[config.mk]
export PLATFORM = sky130hd
export DESIGN_NAME = psfrl_eval
export DESIGN_NICKNAME = d
export VERILOG_FILES = /design/src/rtl/psfrl_pkg.sv /design/src/rtl/psfrl_eval.sv
export SDC_FILE = /design/constraint.sdc
export NUM_CORES = 1
export LEC_CHECK = 0
export BUFFER_PORTS_ARGS = -buffer_cell sky130_fd_sc_hd__clkbuf_2
export CAP_MARGIN = 0
export CORE_MARGIN = 1
export CORE_UTILIZATION = 50
export DETAILED_ROUTE_END_ITERATION = 7
export PLACE_DENSITY = 0.93
export SLEW_MARGIN = 10
export SYNTH_ARGS = -nofsm -noshare
export SYNTH_HDL_FRONTEND = slang
export SYNTH_SLANG_ARGS = --single-unit
[constraint.sdc]
create_clock -name vclk -period 5.8
set_clock_uncertainty 0.2 [all_clocks]
set_input_delay 0.58 -clock vclk [all_inputs]
set_output_delay 0.58 -clock vclk [all_outputs]
set_load 0.005 [all_outputs]
[src/rtl/psfrl_pkg.sv]
// Package for the per-source failure rate limiter.
// Holds table geometry, field widths, status codes and the record types.
// No dependencies.
package psfrl_pkg;

  localparam int TBL_ENTRIES = 64;
  localparam int IDX_W       = (TBL_ENTRIES > 1) ? $clog2(TBL_ENTRIES) : 1;

  localparam int SRC_W  = 32;
  localparam int TIME_W = 48;
  localparam int CNT_W  = 16;
  localparam int WIN_W  = 32;
  localparam int STAT_W = 2;

  localparam int IN_DATA_W  = 80;
  localparam int OUT_DATA_W = 24;
  localparam int CFG_IDX_W  = 2;
  localparam int CFG_DATA_W = 32;

  // Configuration register indexes.
  localparam logic [CFG_IDX_W-1:0] REG_THRESHOLD = 2'd0;
  localparam logic [CFG_IDX_W-1:0] REG_WINDOW    = 2'd1;
  localparam logic [CFG_IDX_W-1:0] REG_COOLDOWN  = 2'd2;

  // Result status codes.
  localparam logic [STAT_W-1:0] ST_COUNTED = 2'd0;
  localparam logic [STAT_W-1:0] ST_BLOCK   = 2'd1;
  localparam logic [STAT_W-1:0] ST_ZERO    = 2'd2;
  localparam logic [STAT_W-1:0] ST_FULL    = 2'd3;

  localparam logic [CNT_W-1:0]  CNT_MAX  = '1;
  localparam logic [TIME_W-1:0] TIME_MAX = '1;

  localparam logic [CNT_W-1:0] RST_THRESHOLD = 16'd20;
  localparam logic [WIN_W-1:0] RST_WINDOW    = 32'd120000;
  localparam logic [WIN_W-1:0] RST_COOLDOWN  = 32'd120000;

  // One table entry as stored in the entry memory.
  typedef struct packed {
    logic [SRC_W-1:0]  source;
    logic [TIME_W-1:0] window_start;
    logic [CNT_W-1:0]  count;
    logic              cool_armed;
    logic [TIME_W-1:0] cool_until;
  } entry_t;

  // Verdict of the entry evaluator for one entry.
  typedef struct packed {
    logic hit;       // valid and same source
    logic spare;     // free, or reusable
    logic expired;   // window older than window_ms
    logic cool_run;  // cooldown still running
  } eval_t;

endpackage

[src/rtl/psfrl_eval.sv]
// Entry evaluator: the compare unit shared by every step of the table scan.
// Decides match, reuse, window expiry and cooldown for one entry.
// Depends on psfrl_pkg.
module psfrl_eval (
  input  psfrl_pkg::entry_t             rec,
  input  logic                          rec_valid,
  input  logic [psfrl_pkg::SRC_W-1:0]   source,
  input  logic [psfrl_pkg::TIME_W-1:0]  now,
  input  logic [psfrl_pkg::WIN_W-1:0]   window_ms,
  output psfrl_pkg::eval_t              verdict
);
  import psfrl_pkg::*;

  logic [TIME_W-1:0] elapsed;

  // Elapsed time wraps modulo 2^48 when the clock runs backwards.
  assign elapsed = now - rec.window_start;

  always_comb begin
    verdict.hit      = rec_valid && (rec.source == source);
    verdict.expired  = elapsed > {{(TIME_W-WIN_W){1'b0}}, window_ms};
    verdict.cool_run = rec.cool_armed && (now < rec.cool_until);
    verdict.spare    = !rec_valid || (verdict.expired && !verdict.cool_run);
  end

endmodule

== Word level (Yosys, flattened, before mapping) ==
Cells that the tools add are included.

* ROM bits: 0
* Latch bits: 0
* Output and inout port bits: 4
* Bits in writable memories: 0
* Memories kept: 0
* Bits of input ports: 258
* Register bits: 0
* Logic and storage cells: 10

* Shifts and indexed selects: 0
* Multiply operators: 0
* $lt $le $gt $ge: 2
* Equality and inequality tests: 1
* Add/sub/neg operators: 1
* Multiplexer cells: 0
* Divide/modulo/power cells: 0
* Reduce and logical (&&, ||, !) cells: 6
* Bitwise logic cells: 0

{| class="wikitable"
|+ Operator list
! operator !! count
|-
| 48-bit by 32-bit greater-than comparator with 1-bit output || 1
|-
| 48-bit less-than comparator || 1
|-
| 48-bit subtractor || 1
|-
| 32-bit == test || 1
|-
| 1-bit logical AND || 3
|-
| 1-bit zero test || 2
|-
| 1-bit logical OR || 1
|}

== Depth between registers and ports, before layout ==
* Depth after elaboration: 5
* Depth in mapped cells: 23
* Mapped depth without buffers: 23

== Worst setup path after synthesis ==
OpenSTA, ideal clock, no wires.

* Path kind: input -> output
* From: in rec[66] in the netlist's numbering
* To: out verdict[2] in the netlist's numbering
* Path slack: 481 ps
* Stages: 23
* Buffers on the path: 0
* Arrival: 4,539 ps
* Data required time: 5,020 ps
* Cell sequence: inv_1 ha_1 nor2b_1 o2111a_1 or2_1 a22oi_1 nand2_1 a31oi_1 o21ai_0 a21oi_1 o21bai_1 xor2_1 ha_1 a21o_1 a21o_1 a21oi_1 o311a_1 o21ai_0 a32o_1 and4b_2 nand4_1 nor4_2 o21ai_1

{| class="wikitable"
|+ RTL lines
! element !! line !! RTL
|-
| start: declaration || psfrl_eval.sv:5 || <nowiki>input psfrl_pkg::entry_t rec,</nowiki>
|-
| end: declaration || psfrl_eval.sv:10 || <nowiki>output psfrl_pkg::eval_t verdict</nowiki>
|}

==> flow_summary.json <==
{
  "die_area_mm2": 0.0116,
  "antenna_found_initial": 0,
  "row_count": 38,
  "nClkBuffers": 0,
  "layout.cell_area.non_filler_mm2": 0.00717,
  "area_share_of_fa_ha_maj_cells_after_synthesis_pct": 28.5,
  "critical_path.endpoint_type": "primary output",
  "antenna_violating_nets_post_route": 0,
  "grt_pass1_vias": 6617,
  "path_class": "input port to primary output",
  "yosysTopAreaCell": "sky130_fd_sc_hd__ha_1",
  "run_status": "complete, no violations",
  "placed_area_mm2": 0.00702,
  "drt-total-wl_mm": 18.4,
  "synth-xor-area-share_pct": 10.3,
  "flow.area_growth_from_synthesis_pct": 27.9,
  "timing_hold_violations_final": 0,
  "netlist_area_mm2": 0.00560,
  "first_pass_iters": 5,
  "post_synth_num_cell_types": 75,
  "start_util_pct": 51.5,
  "final_cells": 1195,
  "power_uw": 745,
  "post_drt_via_cell_ratio": 5.72,
  "worst_min_delay_path_category": "input port to primary output",
  "nFillCells": 923,
  "die_x_um": 108,
  "detailroute.via_count": 6838,
  "synth-compound-area-share_pct": 29.6,
  "worst_pin_slew_ns": 0.761,
  "critical_path.startpoint": "rec[66]",
  "io-pin-count": 262,
  "min_period_over_period_pct": 98.1,
  "synthesis.nets": 1186,
  "detail_route.iter0.violations": 423,
  "seq_area_frac_synth_pct": 0,
  "post-route-drc-count": 0,
  "max_slew_margin_pct": 48.0,
  "layout_min_cycle_time_ns": 5.69,
  "port_buffers": 246,
  "total_global_routing_track_utilization_pct": 30.4,
  "die_y_um": 108,
  "syn_area_per_cell_um2": 7.00,
  "power.density_mw_per_mm2": 104,
  "antenna_cells_inserted": 0,
  "core_mm2": 0.0109,
  "synth-simple-area-share_pct": 19.1,
  "synth_largest_type_area_fraction_pct": 28.1,
  "ff_latch_area_um2": 0,
  "holdBufCountCts": 0,
  "dpl.hpwl_mm": 16.2,
  "setup.worst_path.start_class": "input port",
  "grt_start_max_net_pins": 13,
  "post-place-cells": 1191,
  "design.final.nets": 1442,
  "setup_viol": 0,
  "post_synth_mux_area_share_pct": 0.380,
  "cap_viol_max_count": 0,
  "grt-ovfl-total": 0,
  "grt_pass1_wl_mm": 28.9,
  "synth_top_family_by_area": "compound AO/OA/AOI/OAI gates",
  "rsz0062_at_grt": "true",
  "critical_path_required_ns": 5.02,
  "worst_vdd_ir_v": 0.0000558,
  "post_route_cells_drive_above_1_share_pct": 30.1,
  "gp_congestion": 0.977,
  "endpoint": "verdict[2]",
  "synth.top_cells.by_area": "sky130_fd_sc_hd__ha_1 28%, sky130_fd_sc_hd__inv_1 9.4%, sky130_fd_sc_hd__xnor2_1 7.0%",
  "synthesis.yosys.warnings": 0,
  "crit_path_max_fanout": 3,
  "route.detailed.wl_per_inst_um": 15.4,
  "max_freq_mhz": 176,
  "number_of_flip_flops_and_latches": 0,
  "cp.arrival_ns": 4.91,
  "slew_violations": 0,
  "finalCoreUtilization_pct": 65.8,
  "timing.setup.tns_ns": 0,
  "post_synth_inst_count": 801,
  "leakage_uw": 0.00407
}
-- synth_stat cells, types with 4 or more instances --
library cell               instances
sky130_fd_sc_hd__buf_6             5
sky130_fd_sc_hd__nand3_1          19
sky130_fd_sc_hd__o21bai_1          6
sky130_fd_sc_hd__nor3_1           10
sky130_fd_sc_hd__a21oi_1          73
sky130_fd_sc_hd__o211ai_1          8
sky130_fd_sc_hd__nand4_1          38
sky130_fd_sc_hd__xnor2_1          45
sky130_fd_sc_hd__a31oi_1           9
sky130_fd_sc_hd__nand2_1          64
sky130_fd_sc_hd__o21ai_1           5
sky130_fd_sc_hd__a21oi_2           6
sky130_fd_sc_hd__xor2_1           21
sky130_fd_sc_hd__nor4_1            8
sky130_fd_sc_hd__o21a_1            9
sky130_fd_sc_hd__o31ai_1           4
sky130_fd_sc_hd__o21ai_0          36
sky130_fd_sc_hd__ha_1            126
sky130_fd_sc_hd__nor2_1           29
sky130_fd_sc_hd__nor2b_1           8
sky130_fd_sc_hd__a21o_1           41
sky130_fd_sc_hd__inv_1           141
sky130_fd_sc_hd__and2_1            7
-- how the worst min path moves through the flow --
| stage | from | end | slack [ns] | cells after the start |
|---|---|---|---|---|
| floorplan | rec_valid | verdict[2] | 1.01 | 1 |
| global placement | rec_valid | verdict[2] | 1.22 | 3 |
| detailed placement | rec_valid | verdict[2] | 1.22 | 3 |
| CTS | rec_valid | verdict[2] | 1.22 | 3 |
| global route | rec_valid | verdict[2] | 1.26 | 3 |
| finish | rec_valid | verdict[2] | 1.24 | 3 |
-- power breakdown --
part / switching [µW] / internal [µW] / total (µW)
Sequential: 0 / 0 / 0
Combinational: 405 / 340 / 745
Clock: 0 / 0 / 0
-- per-stage QoR --
step                      setup slack, ns  hold WS (ns)
after floorplan                     0.481          1.01
after global placement             -0.119          1.22
after detailed placement           -0.153          1.22
after CTS                          0.0359          1.22
after global routing              -0.0447          1.26
final                               0.111          1.24
-- final cells by class --
cell class	instances	area (µm²)	share of cell area, %
tap	140	175	2.44
timing repair buffer	270	1420	19.9
multi-input combinational	644	5040	70.3
inverter	141	532	7.42
-- layer usage --
metal	wire length (µm)	vias to the layer above	GRT usage [%]	share of wire, %
met5	0	-	0	0
met4	488	0	7.63	2.7
met3	1420	51	3.63	7.7
met2	9220	327	58.4	50
met1	7250	3068	34.9	39
li1	-	3392	-	-
-- cell families (layout without fill, tap and decap cells) --
logic type               count (synthesis)  count (layout)
AO/OA/AOI/OAI                          243             243
AND/OR/NAND/NOR                        206             206
buffers and inverters                  157             411
adder cells (fa/ha/maj)                127             127
XOR/XNOR                                66              66
multiplexers                             2               2
-- cell usage in the layout (no fill, tap or decap), types with 4 or more instances in the layout --
cell type and n:
sky130_fd_sc_hd__o31ai_1 4, sky130_fd_sc_hd__ha_1 122, sky130_fd_sc_hd__nand2_1 63, sky130_fd_sc_hd__o21ai_0 32, sky130_fd_sc_hd__nand4_1 38, sky130_fd_sc_hd__and2_1 7
sky130_fd_sc_hd__inv_1 140, sky130_fd_sc_hd__o21ai_1 8, sky130_fd_sc_hd__nand3_1 19, sky130_fd_sc_hd__o211ai_1 8, sky130_fd_sc_hd__o21a_1 9, sky130_fd_sc_hd__o21bai_1 6
sky130_fd_sc_hd__nor3_2 4, sky130_fd_sc_hd__a31oi_1 6, sky130_fd_sc_hd__xor2_1 21, sky130_fd_sc_hd__a21oi_1 71, sky130_fd_sc_hd__xnor2_1 45, sky130_fd_sc_hd__clkbuf_2 243
sky130_fd_sc_hd__buf_4 24, sky130_fd_sc_hd__nor4_1 7, sky130_fd_sc_hd__nor2b_1 7, sky130_fd_sc_hd__a21oi_2 7, sky130_fd_sc_hd__nor2_1 29, sky130_fd_sc_hd__nor3_1 9
sky130_fd_sc_hd__a21o_1 41
-- worst max-delay path, stage by stage --
cell,delay (ns)
sky130_fd_sc_hd__buf_6,0.10
sky130_fd_sc_hd__inv_4,0.05
sky130_fd_sc_hd__ha_4,0.18
sky130_fd_sc_hd__nor2b_4,0.12
sky130_fd_sc_hd__o2111a_1,0.26
sky130_fd_sc_hd__or2_4,0.27
sky130_fd_sc_hd__a22oi_2,0.19
sky130_fd_sc_hd__nand2_2,0.12
sky130_fd_sc_hd__a31oi_4,0.21
sky130_fd_sc_hd__o21ai_1,0.10
sky130_fd_sc_hd__a21oi_1,0.18
sky130_fd_sc_hd__buf_4,0.14
sky130_fd_sc_hd__o21ai_1,0.07
sky130_fd_sc_hd__xor2_1,0.16
sky130_fd_sc_hd__ha_1,0.31
sky130_fd_sc_hd__nand4_1,0.15
sky130_fd_sc_hd__nor4_2,0.34
sky130_fd_sc_hd__nand3_1,0.11
sky130_fd_sc_hd__a32o_1,0.26
sky130_fd_sc_hd__and4b_2,0.27
sky130_fd_sc_hd__nand4_1,0.17
sky130_fd_sc_hd__nor4_4,0.33
sky130_fd_sc_hd__o21ai_1,0.09
sky130_fd_sc_hd__buf_2,0.13
-- timing repair --
action,CTS,global route
setup buffers,0,4
endpoints found under the setup margin,2,2
gates resized for setup,3,29
pin swaps,1,25
No activity file was read; power rests on OpenSTA's default activity.
